<file path="config.mk">
export PLATFORM = sky130hd
export DESIGN_NAME = horizontal_bin_average
export DESIGN_NICKNAME = d
export VERILOG_FILES = /design/src/rtl/hba_pkg.sv /design/src/rtl/hba_front.sv /design/src/rtl/hba_queue.sv /design/src/rtl/hba_back.sv /design/src/rtl/horizontal_bin_average.sv
export SDC_FILE = /design/constraint.sdc
export NUM_CORES = 1
export LEC_CHECK = 0
export BUFFER_PORTS_ARGS = -buffer_cell sky130_fd_sc_hd__buf_4
export CAP_MARGIN = 20
export CORE_UTILIZATION = 26
export DETAILED_ROUTE_END_ITERATION = 6
export SYNTH_ARGS = -nofsm -noshare
export SYNTH_HDL_FRONTEND = slang
export SYNTH_HIERARCHICAL = 1
export SYNTH_SLANG_ARGS = --single-unit
</file>
<file path="constraint.sdc">
create_clock -name i_clk -period 6.3 [get_ports i_clk]
set_input_delay 0.63 -clock i_clk [delete_from_list [all_inputs] [get_ports i_clk]]
set_output_delay 0.63 -clock i_clk [all_outputs]
set_load 0.05 [all_outputs]
</file>
<file path="src/rtl/hba_pkg.sv">
`timescale 1ns / 1ps
`default_nettype none
// ---------------------------------------------------------------------------
// hba_pkg - shared definitions for the horizontal bin average block
// Widths, register indexes, the bin word passed from front to back, and the
// divider state type.
// ---------------------------------------------------------------------------
package hba_pkg;

    localparam int SAMPLE_BITS   = 16;
    localparam int MAX_FACTOR    = 64;
    localparam int MAX_ROW_WIDTH = 4096;

    localparam int FACTOR_BITS   = 7;     // bin_factor register width
    localparam int WIDTH_BITS    = 13;    // row_width register width
    localparam int COUNT_BITS    = $clog2(MAX_FACTOR) + 1;
    localparam int COL_BITS      = $clog2(MAX_ROW_WIDTH);
    localparam int SUM_BITS      = SAMPLE_BITS + $clog2(MAX_FACTOR);
    localparam int STEP_BITS     = $clog2(SUM_BITS);

    localparam int CFG_IDX_BITS  = 2;
    localparam int CFG_DATA_BITS = 13;

    localparam logic [CFG_IDX_BITS-1:0] REG_BIN_FACTOR = 2'd0;
    localparam logic [CFG_IDX_BITS-1:0] REG_ROW_WIDTH  = 2'd1;

    localparam int QUEUE_DEPTH   = 4;
    localparam int QPTR_BITS     = $clog2(QUEUE_DEPTH);

    // one closed bin waiting for division
    typedef struct packed {
        logic signed [SUM_BITS-1:0] sum;
        logic [COUNT_BITS-1:0]      count;
        logic                       row_end;
    } t_bin;

    typedef enum logic [1:0] {
        DIV_IDLE,
        DIV_RUN,
        DIV_DONE
    } t_div_state;

endpackage
`default_nettype wire

</file>
<file path="src/rtl/hba_front.sv">
`timescale 1ns / 1ps
`default_nettype none
// ---------------------------------------------------------------------------
// hba_front - pixel intake and bin accumulation
// Holds the configuration, sums pixels into the open bin, tracks the column
// and pushes each closed bin into the queue.
// ---------------------------------------------------------------------------
module hba_front (
    input  wire logic                              i_clk,
    input  wire logic                              i_rst_n,
    input  wire logic                              i_cfg_valid,
    output logic                                   o_cfg_ready,
    input  wire logic [hba_pkg::CFG_IDX_BITS-1:0]  i_cfg_index,
    input  wire logic [hba_pkg::CFG_DATA_BITS-1:0] i_cfg_data,
    input  wire logic                              i_pix_valid,
    output logic                                   o_pix_ready,
    input  wire logic signed [hba_pkg::SAMPLE_BITS-1:0] i_pixel,
    input  wire logic                              i_q_full,
    output logic                                   o_q_push,
    output hba_pkg::t_bin                          o_q_bin
);

    logic [hba_pkg::FACTOR_BITS-1:0]       r_bin_factor;
    logic [hba_pkg::WIDTH_BITS-1:0]        r_row_width;
    logic signed [hba_pkg::SUM_BITS-1:0]   r_sum;
    logic [hba_pkg::COUNT_BITS-1:0]        r_count;
    logic [hba_pkg::COL_BITS-1:0]          r_column;

    logic [hba_pkg::FACTOR_BITS-1:0]       eff_factor;
    logic [hba_pkg::WIDTH_BITS-1:0]        eff_width;
    logic signed [hba_pkg::SUM_BITS-1:0]   n_sum;
    logic [hba_pkg::COUNT_BITS-1:0]        n_count;
    logic                                  row_last;
    logic                                  bin_last;
    logic                                  accept;

    assign o_cfg_ready = 1'b1;
    assign o_pix_ready = !i_q_full;
    assign accept      = i_pix_valid && o_pix_ready;

    // out-of-range register values clamp
    always_comb begin
        if (r_bin_factor == '0) begin
            eff_factor = hba_pkg::FACTOR_BITS'(1);
        end else if (r_bin_factor > hba_pkg::FACTOR_BITS'(hba_pkg::MAX_FACTOR)) begin
            eff_factor = hba_pkg::FACTOR_BITS'(hba_pkg::MAX_FACTOR);
        end else begin
            eff_factor = r_bin_factor;
        end
        if (r_row_width == '0) begin
            eff_width = hba_pkg::WIDTH_BITS'(1);
        end else if (r_row_width > hba_pkg::WIDTH_BITS'(hba_pkg::MAX_ROW_WIDTH)) begin
            eff_width = hba_pkg::WIDTH_BITS'(hba_pkg::MAX_ROW_WIDTH);
        end else begin
            eff_width = r_row_width;
        end
    end

    always_comb begin
        n_sum    = r_sum + hba_pkg::SUM_BITS'(i_pixel);
        n_count  = r_count + 1'b1;
        row_last = (hba_pkg::WIDTH_BITS'(r_column) + 1'b1) >= eff_width;
        bin_last = (hba_pkg::WIDTH_BITS'(n_count) >= hba_pkg::WIDTH_BITS'(eff_factor))
                   || row_last;
    end

    assign o_q_push        = accept && bin_last;
    assign o_q_bin.sum     = n_sum;
    assign o_q_bin.count   = n_count;
    assign o_q_bin.row_end = row_last;

    always_ff @(posedge i_clk) begin
        if (!i_rst_n) begin
            r_bin_factor <= hba_pkg::FACTOR_BITS'(1);
            r_row_width  <= hba_pkg::WIDTH_BITS'(hba_pkg::MAX_ROW_WIDTH);
            r_sum        <= '0;
            r_count      <= '0;
            r_column     <= '0;
        end else begin
            if (i_cfg_valid) begin
                case (i_cfg_index)
                    hba_pkg::REG_BIN_FACTOR: r_bin_factor <= i_cfg_data[hba_pkg::FACTOR_BITS-1:0];
                    hba_pkg::REG_ROW_WIDTH:  r_row_width  <= i_cfg_data[hba_pkg::WIDTH_BITS-1:0];
                    default: ;
                endcase
            end
            if (accept) begin
                r_column <= row_last ? '0 : r_column + 1'b1;
                if (bin_last) begin
                    r_sum   <= '0;
                    r_count <= '0;
                end else begin
                    r_sum   <= n_sum;
                    r_count <= n_count;
                end
            end
        end
    end

endmodule
`default_nettype wire

</file>
<file path="src/rtl/hba_queue.sv">
`timescale 1ns / 1ps
`default_nettype none
// ---------------------------------------------------------------------------
// hba_queue - short bin queue
// Small FIFO of closed bins between the accumulator and the divider.
// ---------------------------------------------------------------------------
module hba_queue (
    input  wire logic          i_clk,
    input  wire logic          i_rst_n,
    input  wire logic          i_push,
    input  wire hba_pkg::t_bin i_bin,
    output logic               o_full,
    input  wire logic          i_pop,
    output logic               o_empty,
    output hba_pkg::t_bin      o_bin
);

    hba_pkg::t_bin                  r_mem [hba_pkg::QUEUE_DEPTH];
    logic [hba_pkg::QPTR_BITS-1:0]  r_wr_ptr;
    logic [hba_pkg::QPTR_BITS-1:0]  r_rd_ptr;
    logic [hba_pkg::QPTR_BITS:0]    r_fill;

    assign o_full  = r_fill == (hba_pkg::QPTR_BITS+1)'(hba_pkg::QUEUE_DEPTH);
    assign o_empty = r_fill == '0;
    assign o_bin   = r_mem[r_rd_ptr];

    always_ff @(posedge i_clk) begin
        if (i_push) begin
            r_mem[r_wr_ptr] <= i_bin;
        end
    end

    always_ff @(posedge i_clk) begin
        if (!i_rst_n) begin
            r_wr_ptr <= '0;
            r_rd_ptr <= '0;
            r_fill   <= '0;
        end else begin
            if (i_push) begin
                r_wr_ptr <= r_wr_ptr + 1'b1;
            end
            if (i_pop) begin
                r_rd_ptr <= r_rd_ptr + 1'b1;
            end
            case ({i_push, i_pop})
                2'b10:   r_fill <= r_fill + 1'b1;
                2'b01:   r_fill <= r_fill - 1'b1;
                default: ;
            endcase
        end
    end

endmodule
`default_nettype wire

</file>
<file path="src/rtl/hba_back.sv">
`timescale 1ns / 1ps
`default_nettype none
// ---------------------------------------------------------------------------
// hba_back - bin divider and output register
// Restoring divide of the bin magnitude by its count, one quotient bit per
// cycle, then sign fix-up into the output word register.
// ---------------------------------------------------------------------------
module hba_back (
    input  wire logic          i_clk,
    input  wire logic          i_rst_n,
    input  wire logic          i_q_empty,
    input  wire hba_pkg::t_bin i_q_bin,
    output logic               o_q_pop,
    output logic               o_avg_valid,
    input  wire logic          i_avg_ready,
    output logic signed [hba_pkg::SAMPLE_BITS-1:0] o_average,
    output logic               o_row_end
);

    hba_pkg::t_div_state                r_state;
    hba_pkg::t_div_state                n_state;

    logic [hba_pkg::SUM_BITS-1:0]       r_quo;      // dividend in, quotient out
    logic [hba_pkg::COUNT_BITS-1:0]     r_rem;
    logic [hba_pkg::COUNT_BITS-1:0]     r_div;
    logic [hba_pkg::STEP_BITS-1:0]      r_step;
    logic                               r_neg;
    logic                               r_row_end;

    logic                               r_out_valid;
    logic signed [hba_pkg::SAMPLE_BITS-1:0] r_out_avg;
    logic                               r_out_row_end;

    logic [hba_pkg::COUNT_BITS:0]       trial;
    logic                               trial_ge;
    logic [hba_pkg::SUM_BITS-1:0]       magnitude;
    logic [hba_pkg::SUM_BITS-1:0]       signed_quo;
    logic                               out_load;

    assign trial      = {r_rem, r_quo[hba_pkg::SUM_BITS-1]};
    assign trial_ge   = trial >= {1'b0, r_div};
    assign magnitude  = i_q_bin.sum[hba_pkg::SUM_BITS-1] ? -i_q_bin.sum : i_q_bin.sum;
    assign signed_quo = r_neg ? -r_quo : r_quo;

    always_comb begin
        n_state  = r_state;
        o_q_pop  = 1'b0;
        out_load = 1'b0;
        case (r_state)
            hba_pkg::DIV_IDLE: begin
                if (!i_q_empty) begin
                    o_q_pop = 1'b1;
                    // a single-pixel bin needs no division
                    n_state = (i_q_bin.count == hba_pkg::COUNT_BITS'(1)) ?
                              hba_pkg::DIV_DONE : hba_pkg::DIV_RUN;
                end
            end
            hba_pkg::DIV_RUN: begin
                if (r_step == '0) begin
                    n_state = hba_pkg::DIV_DONE;
                end
            end
            hba_pkg::DIV_DONE: begin
                if (!r_out_valid || i_avg_ready) begin
                    out_load = 1'b1;
                    n_state  = hba_pkg::DIV_IDLE;
                end
            end
            default: n_state = hba_pkg::DIV_IDLE;
        endcase
    end

    always_ff @(posedge i_clk) begin
        if (!i_rst_n) begin
            r_state <= hba_pkg::DIV_IDLE;
        end else begin
            r_state <= n_state;
        end
    end

    always_ff @(posedge i_clk) begin
        if (o_q_pop) begin
            r_quo     <= magnitude;
            r_rem     <= '0;
            r_div     <= i_q_bin.count;
            r_step    <= hba_pkg::STEP_BITS'(hba_pkg::SUM_BITS - 1);
            r_neg     <= i_q_bin.sum[hba_pkg::SUM_BITS-1];
            r_row_end <= i_q_bin.row_end;
        end else if (r_state == hba_pkg::DIV_RUN) begin
            r_quo  <= {r_quo[hba_pkg::SUM_BITS-2:0], trial_ge};
            r_rem  <= trial_ge ? hba_pkg::COUNT_BITS'(trial - {1'b0, r_div})
                               : trial[hba_pkg::COUNT_BITS-1:0];
            r_step <= r_step - 1'b1;
        end
    end

    always_ff @(posedge i_clk) begin
        if (!i_rst_n) begin
            r_out_valid <= 1'b0;
        end else if (out_load) begin
            r_out_valid <= 1'b1;
        end else if (i_avg_ready) begin
            r_out_valid <= 1'b0;
        end
    end

    always_ff @(posedge i_clk) begin
        if (out_load) begin
            r_out_avg     <= signed_quo[hba_pkg::SAMPLE_BITS-1:0];
            r_out_row_end <= r_row_end;
        end
    end

    assign o_avg_valid = r_out_valid;
    assign o_average   = r_out_avg;
    assign o_row_end   = r_out_row_end;

endmodule
`default_nettype wire

</file>
<file path="src/rtl/horizontal_bin_average.sv">
`timescale 1ns / 1ps
`default_nettype none
// ---------------------------------------------------------------------------
// horizontal_bin_average - horizontal binning box-average downsampler
// Averages runs of bin_factor adjacent pixels of each raster row, with a
// short final bin at the row end, and flags the last average of a row.
// ---------------------------------------------------------------------------
// Pixels are accepted one per cycle as long as the four-entry bin queue has
// room; each accepted word is summed into the open bin at once. A closed bin
// is divided by its pixel count in a restoring divider that produces one
// quotient bit per cycle; each bin passes through a load, 22 divide steps and
// a hand-off, and a single-pixel bin skips the divide steps. When bins are
// small the divider falls behind, the queue fills and intake then drops
// below one pixel per cycle. Averages are truncated toward zero. Register 0
// is bin_factor (0 reads as 1, above 64 clamps to 64), register 1 is
// row_width (0 reads as 1, above 4096 clamps to 4096); both take effect on
// the next pixel and should be written while the block is idle.
// ---------------------------------------------------------------------------
module horizontal_bin_average (
    input  wire logic                              i_clk,
    input  wire logic                              i_rst_n,
    // configuration write channel
    input  wire logic                              i_cfg_valid,
    output logic                                   o_cfg_ready,
    input  wire logic [hba_pkg::CFG_IDX_BITS-1:0]  i_cfg_index,
    input  wire logic [hba_pkg::CFG_DATA_BITS-1:0] i_cfg_data,
    // pixel input channel
    input  wire logic                              i_pix_valid,
    output logic                                   o_pix_ready,
    input  wire logic signed [hba_pkg::SAMPLE_BITS-1:0] i_pixel,
    // average output channel
    output logic                                   o_avg_valid,
    input  wire logic                              i_avg_ready,
    output logic signed [hba_pkg::SAMPLE_BITS-1:0] o_average,
    output logic                                   o_row_end
);

    // front to queue
    logic          q_push;
    logic          q_full;
    hba_pkg::t_bin q_in_bin;

    // queue to back
    logic          q_pop;
    logic          q_empty;
    hba_pkg::t_bin q_out_bin;

    // accumulation and row tracking
    hba_front u_front (
        .i_clk       (i_clk),
        .i_rst_n     (i_rst_n),
        .i_cfg_valid (i_cfg_valid),
        .o_cfg_ready (o_cfg_ready),
        .i_cfg_index (i_cfg_index),
        .i_cfg_data  (i_cfg_data),
        .i_pix_valid (i_pix_valid),
        .o_pix_ready (o_pix_ready),
        .i_pixel     (i_pixel),
        .i_q_full    (q_full),
        .o_q_push    (q_push),
        .o_q_bin     (q_in_bin)
    );

    // decouples intake (one per cycle while not full) from the serial divide
    hba_queue u_queue (
        .i_clk   (i_clk),
        .i_rst_n (i_rst_n),
        .i_push  (q_push),
        .i_bin   (q_in_bin),
        .o_full  (q_full),
        .i_pop   (q_pop),
        .o_empty (q_empty),
        .o_bin   (q_out_bin)
    );

    // divide and present results
    hba_back u_back (
        .i_clk       (i_clk),
        .i_rst_n     (i_rst_n),
        .i_q_empty   (q_empty),
        .i_q_bin     (q_out_bin),
        .o_q_pop     (q_pop),
        .o_avg_valid (o_avg_valid),
        .i_avg_ready (i_avg_ready),
        .o_average   (o_average),
        .o_row_end   (o_row_end)
    );

endmodule
`default_nettype wire
</file>
==> results.cfg, run 1 <==
[drt]
drt_first_iter_violations = 508
number_of_nets_still_failing_antenna_checks_after_routing = 0
num_vias = 8393
postRouteWirelength_um = 26870
detailedRoute.firstPassIterationCount = 5
vias_per_cell = 4.697
drc_errors = 0
route.detailed.wl_per_inst_um = 15.04

[timing]
finalWorstPathRequiredPeriod_ns = 4.728
timing.final.hold_violations = 0
slew_headroom_pct = 42.26
share_of_the_clock_period_used_by_the_worst_path_after_layout_pct = 75.05
fmaxAchievable_mhz = 211.5
rsz0062_at_grt = false
final-setup-viol-count = 0
tns_ns = 0
worst_pin_slew_ns = 0.8652
finClkSkew_ns = 0.01767
post-route-worst-setup-slack_ns = 1.572
final_slew_viol_count = 0

[grt]
first_global_vias = 8264
globalRoute.totalOverflow = 0
grt_max_degree = 49
antenna_violations_before_repair = 0
grt_util_all_layers_pct = 10.86
grt_first_pass_wirelength_um = 43810

[cts]
cts.path.max_buffers = 3
ctsRootBufferMaster = clkbuf_16
h-tree-depth = 1
cts_hold_repair.buffers = 0
clock-sinks = 253
tritoncts.num_buffers = 28
postCtsSetupRepairBufs = 0
worst_setup_hold_path_clk_slew_ns = 0.07
cts-resized-gates = 0
tritoncts_clock_tree = yes
clock_insertion_delay_worst_skew_ns = 0.54

[final_layout]
antennaDiodeCount = 0
final.fill_count = 4771
final_net_count = 1248
synthToLayoutAreaGrowth_pct = 15.60
core_util_final_pct = 30.46
final_instance_count_excl_fillers = 1787
design_area_mm2 = 0.01455
post_route_cells_drive_above_1_share_pct = 13.40

[die]
design.core.area_mm2 = 0.04775
die_x_um = 222.0
start_util_pct = 26.35
die_height_um = 222.0
io-pin-count = 56
dieArea_mm2 = 0.04928
num_rows = 80

[worst_setup_path]
path_cells = ha_1 -> nand3_1 -> nor2_1 -> and3_1 -> and3_1 -> xor2_1 -> ha_1 -> nand4_1 -> nor3_1 -> a2bb2oi_1 -> nand2b_1 -> inv_1 -> a21oi_1 -> inv_1 -> ha_1 -> inv_1 -> fa_1 -> xor2_1 -> or3_1 -> a21boi_0
worst-setup-path-type = flip-flop to flip-flop
cp_num_buf_inv = 3
regToRegSetupSlack_ns = 1.57
cp_top_family = simple AND/OR/NAND/NOR gates
worstRegToRegCells = 20
critPathMaxStageDelay_ns = 0.45
cp_max_fo = 17
critical-path-slowest-cell = nand2b_1
crit_cells = 20
timing.rr.end = u_queue/r_fill[2]
r2r-start = u_front/r_column[0]
worst_setup_path_end_kind = flip-flop
worst-endpoint-arrival_ns = 5.20
setup.worst_path.start_class = flip-flop
cp_data_required_time_ns = 6.77

[status]
status = finished, final reports clean

[placement]
dpl-instance-area_mm2 = 0.01358
placement.setup.worst_slack_ns = 1.626
hpwl_um = 18980
gpl.final_weighted_congestion = 0.8137
buffer_ports.inserted = 54
dpl_cells = 1735

[synth]
synth.most_common_cell = edfxtp_1
synth.yosys.seq_area_share_pct = 53.62
number_of_enable_type_register_cells_in_the_synthesized_netlist = 168
synthDominantCellAreaShare_pct = 40.10
synth.yosys.warnings = 6
synth_area_leaders = edfxtp_1 40%, dfxtp_1 14%, ha_1 5.9%
synthCells = 1107
synth_largest_area_cell = edfxtp_1
syn-cell-area_mm2 = 0.01258
synth_cell_type_count = 79
synth_async_sr_flop_share_pct = 0
yosys_register_bits = 253
synth_top_flop_cell = edfxtp_1
postSynthAreaPerCell_um2 = 11.37
synth_nets = 1205
netlist_top_cells_count = 168 x edfxtp_1, 139 x nand2_1, 85 x dfxtp_1

[power_and_ir_drop]
static-leakage-power_nw = 5.221
powerDensity_mw_per_mm2 = 396.8
vdd.ir_drop.worst_mv = 0.2211

[hold_path]
min_from = i_cfg_data[9]
min_to = u_front/r_row_width[9]
holdCritPathClass = input port to flip-flop
min_delay_path_depth = 3

[job]
drv_cap = 0
cells by family (layout without fill, tap and decap cells):
family	count (synthesis)	after routing	synth area share (%)
mux	41	41	6.245
other cells	1	1	0.02980
fa+ha+maj	62	62	6.345
simple gates	356	356	13.76
xor+xnor	72	72	5.012
flops	253	253	53.62
buf+inv	90	155	3.113
compound gates	232	232	11.87
layer usage:
layer	part of all wire (%)	GRT usage [%]	wire, um	up-vias
met1	46	14.17	12460	4060
met4	2.5	3.002	663	0
met5	0	0	0	-
met3	3.1	1.537	837	45
met2	48	18.69	12920	121
li1	-	-	-	4167
worst register-to-register path, cell delays in order (launching register included):
cell       delay, ns
dfxtp_1         0.44
ha_1            0.27
nand3_1         0.15
nor2_1          0.25
and3_1          0.26
and3_1          0.24
xor2_1          0.09
ha_1            0.30
nand4_1         0.10
nor3_1          0.21
a2bb2oi_1       0.13
nand2b_1        0.45
inv_1           0.15
a21oi_1         0.43
inv_1           0.09
ha_1            0.23
inv_1           0.07
fa_1            0.17
xor2_1          0.08
or3_1           0.32
a21boi_0        0.19
placed cells by master (no fill, tap or decap), types with 5 or more instances in the layout:
cell type  count
a21o_1         8
a21oi_1       69
a22oi_1       16
a31oi_1        5
and2_1         9
and3_1         9
buf_4         61
clkbuf_16     29
clkinv_1       5
clkinv_2       5
dfxtp_1       84
edfxtp_1     168
ha_1          59
inv_1         42
mux2i_1       11
mux4_2        30
nand2_1      139
nand2b_1      12
nand3_1       26
nand3b_1       9
nand4_1        8
nor2_1        68
nor2b_1        8
nor3_1        18
nor4_1         8
o211ai_1       8
o21a_1         8
o21ai_0       50
o21ai_1       17
o31ai_1       11
or3_1          8
xnor2_1       35
xor2_1        37
state kept, by name, summed over array words and instances (netlist names), 2 cells and up, named ones only:
signal,flops
u_back/o_average,16
u_back/r_div,7
u_back/r_quo,22
u_back/r_rem,7
u_back/r_state,2
u_back/r_step,5
u_front/r_bin_factor,7
u_front/r_column,12
u_front/r_count,7
u_front/r_row_width,13
u_front/r_sum,22
u_queue/r_fill,3
u_queue/r_mem,120
u_queue/r_rd_ptr,2
u_queue/r_wr_ptr,2
power by group:
group          switching [W]  internal [W]
Combinational        0.00101      0.000676
Sequential          0.000191       0.00220
Clock               0.000683       0.00101
per-stage QoR:
stage / total power [W] / hold WS (ns)
global placement: 0.004079 / 0.4458
floorplan: 0.003712 / 0.4003
detailed placement: 0.004134 / 0.4551
finish: 0.005772 / 0.3371
CTS: 0.005844 / 0.3207
global route: 0.006113 / 0.3399
layout make-up:
| type | instances | area [um2] | area share [%] |
|---|---|---|---|
| clock buffers | 31 | 733.2 | 5.041 |
| clock inverters | 21 | 230.2 | 1.583 |
| inverters | 42 | 157.7 | 1.084 |
| multi-input cells | 764 | 5449 | 37.46 |
| flip-flops and latches | 253 | 6748 | 46.39 |
| well taps | 615 | 769.5 | 5.290 |
| repair buffers | 61 | 457.9 | 3.148 |
worst max path at each step:
| stage | endpoint | slack [ns] | from |
|---|---|---|---|
| 2_1_floorplan | u_queue/r_mem[0][0] | 2.13 | u_front/r_column[0] |
| 3_3_place_gp | u_queue/r_mem[0][11] | 1.75 | u_front/r_column[0] |
| 3_5_place_dp | u_queue/r_fill[2] | 1.63 | u_front/r_column[0] |
| 4_1_cts | u_queue/r_fill[2] | 1.55 | u_front/r_column[0] |
| 5_1_grt | u_queue/r_fill[2] | 0.98 | u_front/r_column[0] |
| 6_report | u_queue/r_fill[2] | 1.57 | u_front/r_column[0] |
No activity file was read; power rests on OpenSTA's default activity.
==> run 2, diff against run 1 <==
==> constraint.sdc (replaced) <==
create_clock -name i_clk -period 4 [get_ports i_clk]
set_input_delay 0.4 -clock i_clk [delete_from_list [all_inputs] [get_ports i_clk]]
set_output_delay 0.4 -clock i_clk [all_outputs]
set_load 0.05 [all_outputs]
==> results.cfg, run 2 (synthesized netlist as in run 1, its figures left out) <==
[drt]
drc_errors = 0
drt_first_iter_violations = 497
route.detailed.wl_per_inst_um = 15.14
num_vias = 8493
detailedRoute.firstPassIterationCount = 5
vias_per_cell = 4.724
number_of_nets_still_failing_antenna_checks_after_routing = 0
postRouteWirelength_um = 27230

[final_layout]
largest_register_ffs = 120
area.sequential_mm2 = 0.006749
synthToLayoutAreaGrowth_pct = 16.45
final.fill_count = 4742
top_library_cells_by_usage_in_the_layout_fill_and_taps_aside = 168 x edfxtp_1, 139 x nand2_1, 83 x dfxtp_1, 70 x buf_4, 68 x a21oi_1
largest-register = u_queue/r_mem
multi_input_gate_area_in_the_final_layout_mm2 = 0.005480
final_net_count = 1260
post_route_cells_drive_above_1_share_pct = 14.96
largest_registers = u_queue/r_mem: 120 flops, u_back/r_quo: 22 flops, u_front/r_sum: 22 flops
layout.cells.most_common = edfxtp_1
antennaDiodeCount = 0

[die]
die_x_um = 222.0
design.core.area_mm2 = 0.04775
io-pin-count = 56
dieArea_mm2 = 0.04928
die_height_um = 222.0
num_rows = 80
start_util_pct = 26.35

[power_and_ir_drop]
powerDensity_mw_per_mm2 = 613.0
vdd.ir_drop.worst_mv = 0.3153
static-leakage-power_nw = 5.255

[timing]
finalWorstPathRequiredPeriod_ns = 3.687
worst_pin_slew_ns = 0.8641
share_of_the_clock_period_used_by_the_worst_path_after_layout_pct = 92.18
slew_headroom_pct = 42.33
fmaxAchievable_mhz = 271.2
final-setup-viol-count = 0
finClkSkew_ns = 0.01567
final_slew_viol_count = 0
timing.final.hold_violations = 0
rsz0062_at_grt = false
tns_ns = 0
post-route-worst-setup-slack_ns = 0.3130

[grt]
antenna_violations_before_repair = 1
globalRoute.totalOverflow = 0
grt_util_all_layers_pct = 11.07
grt_first_pass_wirelength_um = 44730
grt_max_degree = 48
first_global_vias = 8613

[worst_setup_path]
cp_max_fo = 4
regToRegSetupSlack_ns = 0.31
worst-endpoint-arrival_ns = 4.16
worst_setup_path_end_kind = flip-flop
timing.rr.end = u_queue/r_fill[2]
r2r-start = u_front/r_column[0]
cp_data_required_time_ns = 4.48
setup.worst_path.start_class = flip-flop
worst-setup-path-type = flip-flop to flip-flop
worstRegToRegCells = 20

[placement]
gpl.final_weighted_congestion = 0.8201
placement.setup.worst_slack_ns = 0.04194
hpwl_um = 19250
buffer_ports.inserted = 54

[hold_path]
holdCritPathClass = input port to flip-flop
min_delay_path_depth = 3
min_to = u_front/r_bin_factor[0]
min_from = i_cfg_data[0]

[cts]
ctsRootBufferMaster = clkbuf_16
h-tree-depth = 1
cts.path.max_buffers = 3
clock-sinks = 253
clock_insertion_delay_worst_skew_ns = 0.56
tritoncts.num_buffers = 27
cts_hold_repair.buffers = 0
tritoncts_clock_tree = yes
worst_setup_hold_path_clk_slew_ns = 0.06

[status]
status = finished, final reports clean

[job]
drv_cap = 0
==> run 2: cell count changes in the layout (fill, tap and decap cells not counted), sizes merged <==
cell	previous run	this run
buf	61	74
clkbuf	31	36
clkinv	12	7
bufinv	4	1
clkinvlp	0	3
inv	47	45
==> run 2: how the worst max path moves through the flow <==
| stage | start | end | slack, ns |
|---|---|---|---|
| 2_1_floorplan | u_front/r_column[0] | u_queue/r_fill[2] | 0.04 |
| 3_3_place_gp | u_front/r_column[1] | u_queue/r_fill[2] | 0.20 |
| 3_5_place_dp | u_front/r_column[1] | u_queue/r_fill[2] | 0.04 |
| 4_1_cts | u_front/r_column[1] | u_queue/r_fill[2] | 0.01 |
| 5_1_grt | u_front/r_column[0] | u_queue/r_fill[2] | 0.02 |
| 6_report | u_front/r_column[0] | u_queue/r_fill[2] | 0.31 |
==> run 2: cell type report <==
cell class | instances | share of cell area, %
Sequential cell | 253 | 46.06
Clock buffer | 36 | 5.252
Tap cell | 615 | 5.252
Timing Repair Buffer | 74 | 4.133
Multi-Input combinational cell | 764 | 37.40
Inverter | 42 | 1.076
Clock inverter | 14 | 0.8198
==> run 2: through the flow <==
| step | instances | instance area [um2] | total power, W | utilization (%) | hold slack [ns] |
|---|---|---|---|---|---|
| 2_1_floorplan | 1107 | 12590 | 0.005848 | - | 0.4003 |
| 3_5_place_dp | 1747 | 13730 | 0.006582 | 28.75 | 0.4567 |
| 3_3_place_gp | 1747 | 13730 | 0.006487 | 28.75 | 0.4456 |
| 5_1_grt | 1798 | 14650 | 0.009554 | 30.69 | 0.09090 |
| 6_report | 1798 | 14650 | 0.008982 | 30.69 | 0.09138 |
| 4_1_cts | 1797 | 14620 | 0.009082 | 30.61 | 0.07276 |
==> run 2: routing by layer <==
metal	track usage [%]	routed length, um	up-vias
met2	19.54	13360	140
met1	13.92	12290	4127
met5	0	13	-
li1	-	-	4187
met4	2.531	395	2
met3	2.067	1164	37
==> run 2: worst max-delay path: stages, from the launching register on <==
cell,delay [ns]
dfxtp_1,0.38
ha_4,0.17
nand3_1,0.12
nor2_2,0.14
and3_2,0.23
and3_4,0.21
and3_1,0.17
ha_1,0.26
nand4_1,0.14
nor3_1,0.08
a2bb2oi_2,0.18
nand2b_1,0.09
inv_1,0.09
a21oi_2,0.06
inv_1,0.07
ha_1,0.18
inv_1,0.06
fa_1,0.37
xor2_1,0.15
or3_1,0.30
a21boi_1,0.14
==> run 2: where the power goes <==
group | internal, W | leakage [nW] | total [W] | switching (W)
Clock | 0.00142 | 0.435 | 0.00246 | 0.00104
Combinational | 0.00112 | 2.58 | 0.00276 | 0.00164
Sequential | 0.00347 | 2.24 | 0.00376 | 0.000291
Total | 0.00601 | 5.25 | 0.00898 | 0.00297
==> run 2: what timing repair did <==
| item | CTS | global route |
|---|---|---|
| setup buffers | 0 | 1 |
| endpoints found under the setup margin | 0 | 2 |
| hold endpoints to repair | 0 | 0 |
| gates resized for setup | 0 | 8 |
